==> src/rtl/rgb2hsl_pkg.sv <==
// Package for the RGB to HSL converter: field widths, pipeline sizing and the
// record that the front stage hands to the rest of the pipeline.
// Depends on nothing; every other file of the block imports it.
package rgb2hsl_pkg;

   // Widths of the pixel channels and of the result fields.
   localparam int CHAN_WIDTH = 8;
   localparam int OUT_WIDTH  = 16;

   // max + min needs one bit more than a channel.
   localparam int SUM_WIDTH = CHAN_WIDTH + 1;

   // The hue divisor is 6*d, at most 6*255 = 1530, so it needs 11 bits.
   localparam int HUE_DEN_WIDTH = 11;

   // The saturation divisor is 2*(sum or 510-sum), at most 510, so 9 bits.
   localparam int SAT_DEN_WIDTH = 9;

   // Long division layout: stages times quotient bits per stage = 16 bits.
   localparam int DIV_STAGES      = 4;
   localparam int STEPS_PER_STAGE = 4;

   // Front stage, the divider stages, then the output register.
   localparam int LATENCY = DIV_STAGES + 2;

   // One pixel after the front stage.
   typedef struct packed {
      logic                     gray;
      logic [SUM_WIDTH-1:0]     sum;
      logic [HUE_DEN_WIDTH-1:0] hue_num;
      logic [HUE_DEN_WIDTH-1:0] hue_den;
      logic [SAT_DEN_WIDTH-1:0] sat_num;
      logic [SAT_DEN_WIDTH-1:0] sat_den;
   } prep_type;

endpackage

==> src/rtl/rgb2hsl_prep.sv <==
// Front stage of the RGB to HSL converter: finds max and min, and builds the
// numerators and divisors of hue and saturation. Uses rgb2hsl_pkg.
module rgb2hsl_prep
   import rgb2hsl_pkg::*;
(
   input  logic                  clock,
   input  logic                  reset,
   input  logic                  in_valid,
   input  logic [CHAN_WIDTH-1:0] red,
   input  logic [CHAN_WIDTH-1:0] green,
   input  logic [CHAN_WIDTH-1:0] blue,
   output logic                  out_valid,
   output prep_type              out_data
);

   logic                     valid_ff;
   prep_type                 data_ff;
   prep_type                 data_in;

   logic [CHAN_WIDTH-1:0]    mx;
   logic [CHAN_WIDTH-1:0]    mn;
   logic [CHAN_WIDTH-1:0]    d;
   logic [HUE_DEN_WIDTH-1:0] d_ext;
   logic [SUM_WIDTH-1:0]     sum;
   logic [CHAN_WIDTH-1:0]    half_den;

   always_comb begin
      // Red wins ties for the maximum, then green.
      if (red >= green && red >= blue) begin
         mx = red;
      end else if (green >= blue) begin
         mx = green;
      end else begin
         mx = blue;
      end
      if (red <= green && red <= blue) begin
         mn = red;
      end else if (green <= blue) begin
         mn = green;
      end else begin
         mn = blue;
      end

      d     = mx - mn;
      d_ext = HUE_DEN_WIDTH'(d);
      sum   = SUM_WIDTH'(mx) + SUM_WIDTH'(mn);

      data_in.gray    = (d == '0);
      data_in.sum     = sum;
      data_in.hue_den = (d_ext << 2) + (d_ext << 1);

      // Hue numerator is sector offset times d plus the signed difference;
      // it always lands in [0, 6d), so modular arithmetic is safe here.
      if (mx == red) begin
         if (green < blue) begin
            data_in.hue_num = data_in.hue_den
                              - (HUE_DEN_WIDTH'(blue) - HUE_DEN_WIDTH'(green));
         end else begin
            data_in.hue_num = HUE_DEN_WIDTH'(green) - HUE_DEN_WIDTH'(blue);
         end
      end else if (mx == green) begin
         data_in.hue_num = (d_ext << 1) + HUE_DEN_WIDTH'(blue) - HUE_DEN_WIDTH'(red);
      end else begin
         data_in.hue_num = (d_ext << 2) + HUE_DEN_WIDTH'(red) - HUE_DEN_WIDTH'(green);
      end

      // d/den equals d*2/(2*den); doubling the divisor keeps d below it.
      if (sum <= SUM_WIDTH'(255)) begin
         half_den = sum[CHAN_WIDTH-1:0];
      end else begin
         half_den = CHAN_WIDTH'(SUM_WIDTH'(510) - sum);
      end
      data_in.sat_den = {half_den, 1'b0};
      data_in.sat_num = SAT_DEN_WIDTH'(d);
   end

   always_ff @(posedge clock) begin
      if (reset) begin
         valid_ff <= 1'b0;
      end else begin
         valid_ff <= in_valid;
      end
   end

   always_ff @(posedge clock) begin
      data_ff <= data_in;
   end

   assign out_valid = valid_ff;
   assign out_data  = data_ff;

endmodule

==> src/rtl/rgb2hsl_divider.sv <==
// Pipelined restoring divider for the RGB to HSL converter: gives
// floor(num * 2^QUO_WIDTH / den) for num < den. Uses rgb2hsl_pkg only for style.
module rgb2hsl_divider
   import rgb2hsl_pkg::*;
#(
   parameter int DEN_WIDTH = 11,
   parameter int STAGES    = 4,
   parameter int STEPS     = 4
) (
   input  logic                        clock,
   input  logic [DEN_WIDTH-1:0]        num,
   input  logic [DEN_WIDTH-1:0]        den,
   output logic [STAGES*STEPS-1:0]     quo
);

   localparam int QUO_WIDTH = STAGES * STEPS;

   logic [DEN_WIDTH-1:0] rem_ff [STAGES-1];
   logic [DEN_WIDTH-1:0] den_ff [STAGES-1];
   logic [QUO_WIDTH-1:0] quo_ff [STAGES];

   logic [DEN_WIDTH-1:0] rem_in [STAGES];
   logic [QUO_WIDTH-1:0] quo_in [STAGES];
   logic [DEN_WIDTH-1:0] den_src [STAGES];

   // Each stage produces STEPS quotient bits, one shift and compare apiece.
   always_comb begin
      logic [DEN_WIDTH:0]   twice;
      logic [DEN_WIDTH-1:0] rem;
      logic [QUO_WIDTH-1:0] q;
      for (int s = 0; s < STAGES; s++) begin
         if (s == 0) begin
            rem        = num;
            q          = '0;
            den_src[s] = den;
         end else begin
            rem        = rem_ff[s-1];
            q          = quo_ff[s-1];
            den_src[s] = den_ff[s-1];
         end
         for (int k = 0; k < STEPS; k++) begin
            twice = {rem, 1'b0};
            if (twice >= {1'b0, den_src[s]}) begin
               rem = DEN_WIDTH'(twice - {1'b0, den_src[s]});
               q   = {q[QUO_WIDTH-2:0], 1'b1};
            end else begin
               rem = twice[DEN_WIDTH-1:0];
               q   = {q[QUO_WIDTH-2:0], 1'b0};
            end
         end
         rem_in[s] = rem;
         quo_in[s] = q;
      end
   end

   always_ff @(posedge clock) begin
      for (int s = 0; s < STAGES; s++) begin
         quo_ff[s] <= quo_in[s];
      end
      for (int s = 0; s < STAGES - 1; s++) begin
         rem_ff[s] <= rem_in[s];
         den_ff[s] <= den_src[s];
      end
   end

   assign quo = quo_ff[STAGES-1];

endmodule

==> src/rtl/rgb_to_hsl_converter.sv <==
// Top level of the RGB to HSL converter: front stage, two pipelined dividers,
// lightness by constant division and the result register.
// Depends on rgb2hsl_pkg, rgb2hsl_prep and rgb2hsl_divider.
//
//   channel   ports                                  handshake
//   -------   ------------------------------------   -------------------------
//   request   req_red, req_green, req_blue           beat when start && !busy
//   response  rsp_hue, rsp_saturation, rsp_lightness beat on rsp_strobe, 1 cycle
//
// One pixel is taken every clock cycle while busy is low; busy is high only during reset.
// Each beat gives one result after one front stage, four divider stages of
// four quotient bits each, and the result register.
// The 16-step long division sets the depth; throughput is one per cycle outside reset.
// Reset (synchronous, active high) drops every beat in flight.
// The receiver cannot stall, so nothing in the pipeline ever holds.
module rgb_to_hsl_converter
   import rgb2hsl_pkg::*;
(
   input  logic                  clock,
   input  logic                  reset,
   input  logic                  start,
   output logic                  busy,
   input  logic [CHAN_WIDTH-1:0] req_red,
   input  logic [CHAN_WIDTH-1:0] req_green,
   input  logic [CHAN_WIDTH-1:0] req_blue,
   output logic                  rsp_strobe,
   output logic [OUT_WIDTH-1:0]  rsp_hue,
   output logic [OUT_WIDTH-1:0]  rsp_saturation,
   output logic [OUT_WIDTH-1:0]  rsp_lightness
);

   // One spare bit on top of 64*sum keeps the rounding sum from wrapping
   // for a white pixel, where 64*510 + 127 + 1 reaches 2^15.
   localparam int SCALED_WIDTH = SUM_WIDTH + 7;

   logic                     accept;
   logic                     prep_valid;
   prep_type                 prep_data;

   logic [OUT_WIDTH-1:0]     hue_quo;
   logic [OUT_WIDTH-1:0]     sat_quo;

   // Side band that rides along with the divider stages.
   logic                     valid_ff [DIV_STAGES];
   logic                     gray_ff  [DIV_STAGES];
   logic [OUT_WIDTH-1:0]     light_ff [DIV_STAGES];

   logic [SCALED_WIDTH-1:0]  scaled;
   logic [CHAN_WIDTH-1:0]    scaled_div;
   logic [OUT_WIDTH-1:0]     light_in;

   logic                     strobe_ff;
   logic [OUT_WIDTH-1:0]     hue_ff;
   logic [OUT_WIDTH-1:0]     sat_ff;
   logic [OUT_WIDTH-1:0]     lightness_ff;

   assign busy   = reset;
   assign accept = start && !busy;

   rgb2hsl_prep u_prep (
      .clock     (clock),
      .reset     (reset),
      .in_valid  (accept),
      .red       (req_red),
      .green     (req_green),
      .blue      (req_blue),
      .out_valid (prep_valid),
      .out_data  (prep_data)
   );

   // Hue: (off*d + diff) * 65536 / (6d).
   rgb2hsl_divider #(
      .DEN_WIDTH (HUE_DEN_WIDTH),
      .STAGES    (DIV_STAGES),
      .STEPS     (STEPS_PER_STAGE)
   ) u_hue_div (
      .clock (clock),
      .num   (prep_data.hue_num),
      .den   (prep_data.hue_den),
      .quo   (hue_quo)
   );

   // Saturation: d * 65536 / (2*den), which equals d * 32768 / den.
   rgb2hsl_divider #(
      .DEN_WIDTH (SAT_DEN_WIDTH),
      .STAGES    (DIV_STAGES),
      .STEPS     (STEPS_PER_STAGE)
   ) u_sat_div (
      .clock (clock),
      .num   (prep_data.sat_num),
      .den   (prep_data.sat_den),
      .quo   (sat_quo)
   );

   // Lightness is sum * 32768 / 510 = 64*sum + (64*sum)/255. The division by
   // 255 uses (x + (x >> 8) + 1) >> 8, which is exact for x below 65535.
   always_comb begin
      scaled     = {1'b0, prep_data.sum, 6'b0};
      scaled_div = CHAN_WIDTH'((scaled + (scaled >> 8) + SCALED_WIDTH'(1)) >> 8);
      light_in   = OUT_WIDTH'(scaled) + OUT_WIDTH'(scaled_div);
   end

   always_ff @(posedge clock) begin
      if (reset) begin
         for (int s = 0; s < DIV_STAGES; s++) begin
            valid_ff[s] <= 1'b0;
         end
         strobe_ff <= 1'b0;
      end else begin
         valid_ff[0] <= prep_valid;
         for (int s = 1; s < DIV_STAGES; s++) begin
            valid_ff[s] <= valid_ff[s-1];
         end
         strobe_ff <= valid_ff[DIV_STAGES-1];
      end
   end

   always_ff @(posedge clock) begin
      gray_ff[0]  <= prep_data.gray;
      light_ff[0] <= light_in;
      for (int s = 1; s < DIV_STAGES; s++) begin
         gray_ff[s]  <= gray_ff[s-1];
         light_ff[s] <= light_ff[s-1];
      end
      // A gray pixel divides by zero; its hue and saturation are defined as 0.
      hue_ff       <= gray_ff[DIV_STAGES-1] ? '0 : hue_quo;
      sat_ff       <= gray_ff[DIV_STAGES-1] ? '0 : sat_quo;
      lightness_ff <= light_ff[DIV_STAGES-1];
   end

   assign rsp_strobe     = strobe_ff;
   assign rsp_hue        = hue_ff;
   assign rsp_saturation = sat_ff;
   assign rsp_lightness  = lightness_ff;

   // Every result beat comes from a request beat a fixed number of cycles back.
   assert property (@(posedge clock) disable iff (reset)
      rsp_strobe |-> $past(accept, LATENCY))
      else $error("result beat without a matching request beat");

   // Saturation and lightness never pass 1.0 in Q1.15.
   assert property (@(posedge clock) disable iff (reset)
      rsp_strobe |-> (rsp_saturation <= OUT_WIDTH'(32768))
                     && (rsp_lightness <= OUT_WIDTH'(32768)))
      else $error("saturation or lightness above 1.0");

   // Zero saturation only comes from a gray pixel, whose hue must be zero.
   assert property (@(posedge clock) disable iff (reset)
      (rsp_strobe && rsp_saturation == '0) |-> (rsp_hue == '0))
      else $error("gray pixel with nonzero hue");

endmodule
==> config.mk <==
export PLATFORM = sky130hd
export DESIGN_NAME = rgb_to_hsl_converter
export DESIGN_NICKNAME = d
export VERILOG_FILES = /design/src/rtl/rgb2hsl_pkg.sv /design/src/rtl/rgb2hsl_prep.sv /design/src/rtl/rgb2hsl_divider.sv /design/src/rtl/rgb_to_hsl_converter.sv
export SDC_FILE = /design/constraint.sdc
export NUM_CORES = 1
export LEC_CHECK = 0
export ABC_AREA = 1
export BUFFER_PORTS_ARGS = -buffer_cell sky130_fd_sc_hd__buf_2
export CAP_MARGIN = 20
export CORE_MARGIN = 2
export CORE_UTILIZATION = 35
export DETAILED_ROUTE_END_ITERATION = 8
export GPL_ROUTABILITY_DRIVEN = 0
export GPL_TIMING_DRIVEN = 0
export PLACE_DENSITY = 0.56
export SLEW_MARGIN = 20
export SYNTH_ARGS = -nofsm -noshare
export SYNTH_HDL_FRONTEND = slang
export SYNTH_SLANG_ARGS = --single-unit
==> constraint.sdc <==
create_clock -name clock -period 14.38 [get_ports clock]
set_input_delay 2.157 -clock clock [delete_from_list [all_inputs] [get_ports clock]]
set_output_delay 2.157 -clock clock [all_outputs]
set_load 0.02 [all_outputs]
==> flow_summary.ini <==
[yosys]
synth_edf_count = 0
syn_nets = 4198
synth_top_area_share_pct = 25.8
synthFlopType = dfxtp_1
yosysTopAreaCell = dfxtp_1
synth_cells = 3781
yosys.cell_types.count = 67
syn_area_per_cell_um2 = 7.22
syn_area_mm2 = 0.0273
ys_warn_count = 0
ys_top_cells_by_area = dfxtp_1, ha_1, nand2_1, inv_1, xor2_1
async_flop_share_pct = 0
yosysSeqAreaShare_pct = 25.8
synth-seq-cells = 351

[sta]
relSlewSlack_pct = 31.3
finalHoldViolCount = 0
setup_viol = 0
rsz0062_at_grt = no
fmax_mhz = 117
worst_hold_slack_ns = 0.310
setup-tns-final_ns = 0
worst_pin_slew_ns = 1.03
fin_worst_skew_ns = 0.0360
period_needed_ns = 8.52
slew_violations = 0
period_share_pct = 59.2

[final_layout]
drive_gt1_share_pct = 8.58
syn2layout_area_growth_pct = 11.2
final_cell_mix = nand2_1, inv_1, ha_1
final_common_cell = nand2_1
antenna_cells = 0
layout.nets = 4315

[grt]
overflow = 0
antenna_found_initial = 0
grt_max_degree = 16
grt.total_usage_pct = 17.0
grt_pass1_vias = 22746
grt_pass1_wl_um = 114000

[floorplanning]
start_util_pct = 35.3
core_area_mm2 = 0.0773
rows = 102
ios = 77
design.die.area_mm2 = 0.0802
die_y_um = 283
die_w_um = 283

[setup_path]
worstSetupStartpoint = req_green[2]
slowest_stage = o31ai_1
cp.required_ns = 14.82
timing.critical_path.buf_inv = 9
reg2reg_from = u_hue_div.den_ff[0][12]
cpMostUsedCell = nand2_1
crit_fanout = 10
crit_arrival_ns = 8.96
critPathKind = in2reg
worstSetupEndpointType = flop
cpPeakStageDelay_ns = 0.48
start_kind = input pin
crit_family = compound AO/OA/AOI/OAI gates

[clocking]
cts_setup_buffers = 0
root_buffer = clkbuf_16
clock_path_buffers = 3
cts_sinks = 351
cts_resized = 0
clock_latency_ns = 0.59
cts_tree = yes
hold_buffers = 0
cts_made_buffers = 39
clkSlewWorstSetupHoldPaths_ns = 0.07
cts-htree-levels = 2

[placement]
portBuffers = 76
hpwlAfterDp_um = 56600

[job]
drv_cap = 0

[routing]
wl_per_cell_um = 13.9
dr.pass1.iters = 5
drtIter0Drc = 1012
routed_wl_um = 69000
vias = 23642
drc = 0
via_per_inst = 4.76
antenna_left = 0

[hold_path]
hp-class = reg2reg
min_from = u_hue_div.quo_ff[0][3]

[run_status]
outcome = finished clean
## path summary, 6_finish.rpt
path                              to  slack (ns)  cells past startpoint
max reg2reg  u_sat_div.rem_ff[0][25]        6.29                     45
min reg2reg   u_hue_div.quo_ff[1][7]        0.31                      0
min           u_hue_div.quo_ff[1][7]        0.31                      0
max              u_prep.out_data[39]        5.86                     39
## kinds of logic after synthesis
group | share of synthesized area [%]
and+or+nand+nor | 26.5
AOI/OAI and AO/OA | 12.4
buffers and inverters | 8.36
adders and majority gates | 18.6
DFF | 25.8
xor gates and xnor gates | 8.47
## synthesized netlist by cell type (26+ instances only)
master   number
ha_1        364
nor2_1      256
fa_1         26
nand2_1     920
nand3_1     251
xor2_1      176
dfxtp_1     351
nor3_1       32
o21ai_0     132
o21ai_1      63
inv_1       487
a21oi_1     256
nand4_1      47
xnor2_1      88
## layer usage
layer	global-route usage [%]	wire (um)	vias up
li1	-	-	12634
met5	0	0	-
met4	5.01	1760	0
met2	29.2	32100	337
met3	2.39	2740	92
met1	22.1	32400	10579
## layout make-up
cell class / instances / area (um2)
buffer: 52 / 368
inverter: 509 / 1910
clock buffer: 49 / 1100
multi-input combinational: 2869 / 18000
clock inverter: 22 / 270
tap: 1040 / 1300
fill: 8152 / 47000
sequential: 351 / 7030
timing repair buffer: 76 / 380
## registers in the layout (all words and copies together) (netlist names)
register          cells
u_sat_div.rem_ff     24
u_hue_div.quo_ff     40
u_sat_div.den_ff     21
u_sat_div.quo_ff     40
rsp_lightness        16
u_prep.out_data      44
valid_ff              4
u_hue_div.den_ff     30
rsp_saturation       16
gray_ff               4
light_ff             64
rsp_strobe            1
rsp_hue              16
u_prep.out_valid      1
u_hue_div.rem_ff     30
## per-stage QoR
stage	setup slack, ns	instances	cell area [um2]	utilization [%]
global route	5.22	4968	30400	39.2
detailed placement	5.25	4897	29000	37.5
floorplan	6.97	3781	27300	-
finish	5.86	4968	30400	39.2
CTS	5.85	4968	30300	39.2
global placement	5.28	4897	29000	37.5
Power is left out: the tool's default activity adds up to more than one toggle a clock period on the data nets, which glitch-free logic cannot reach.
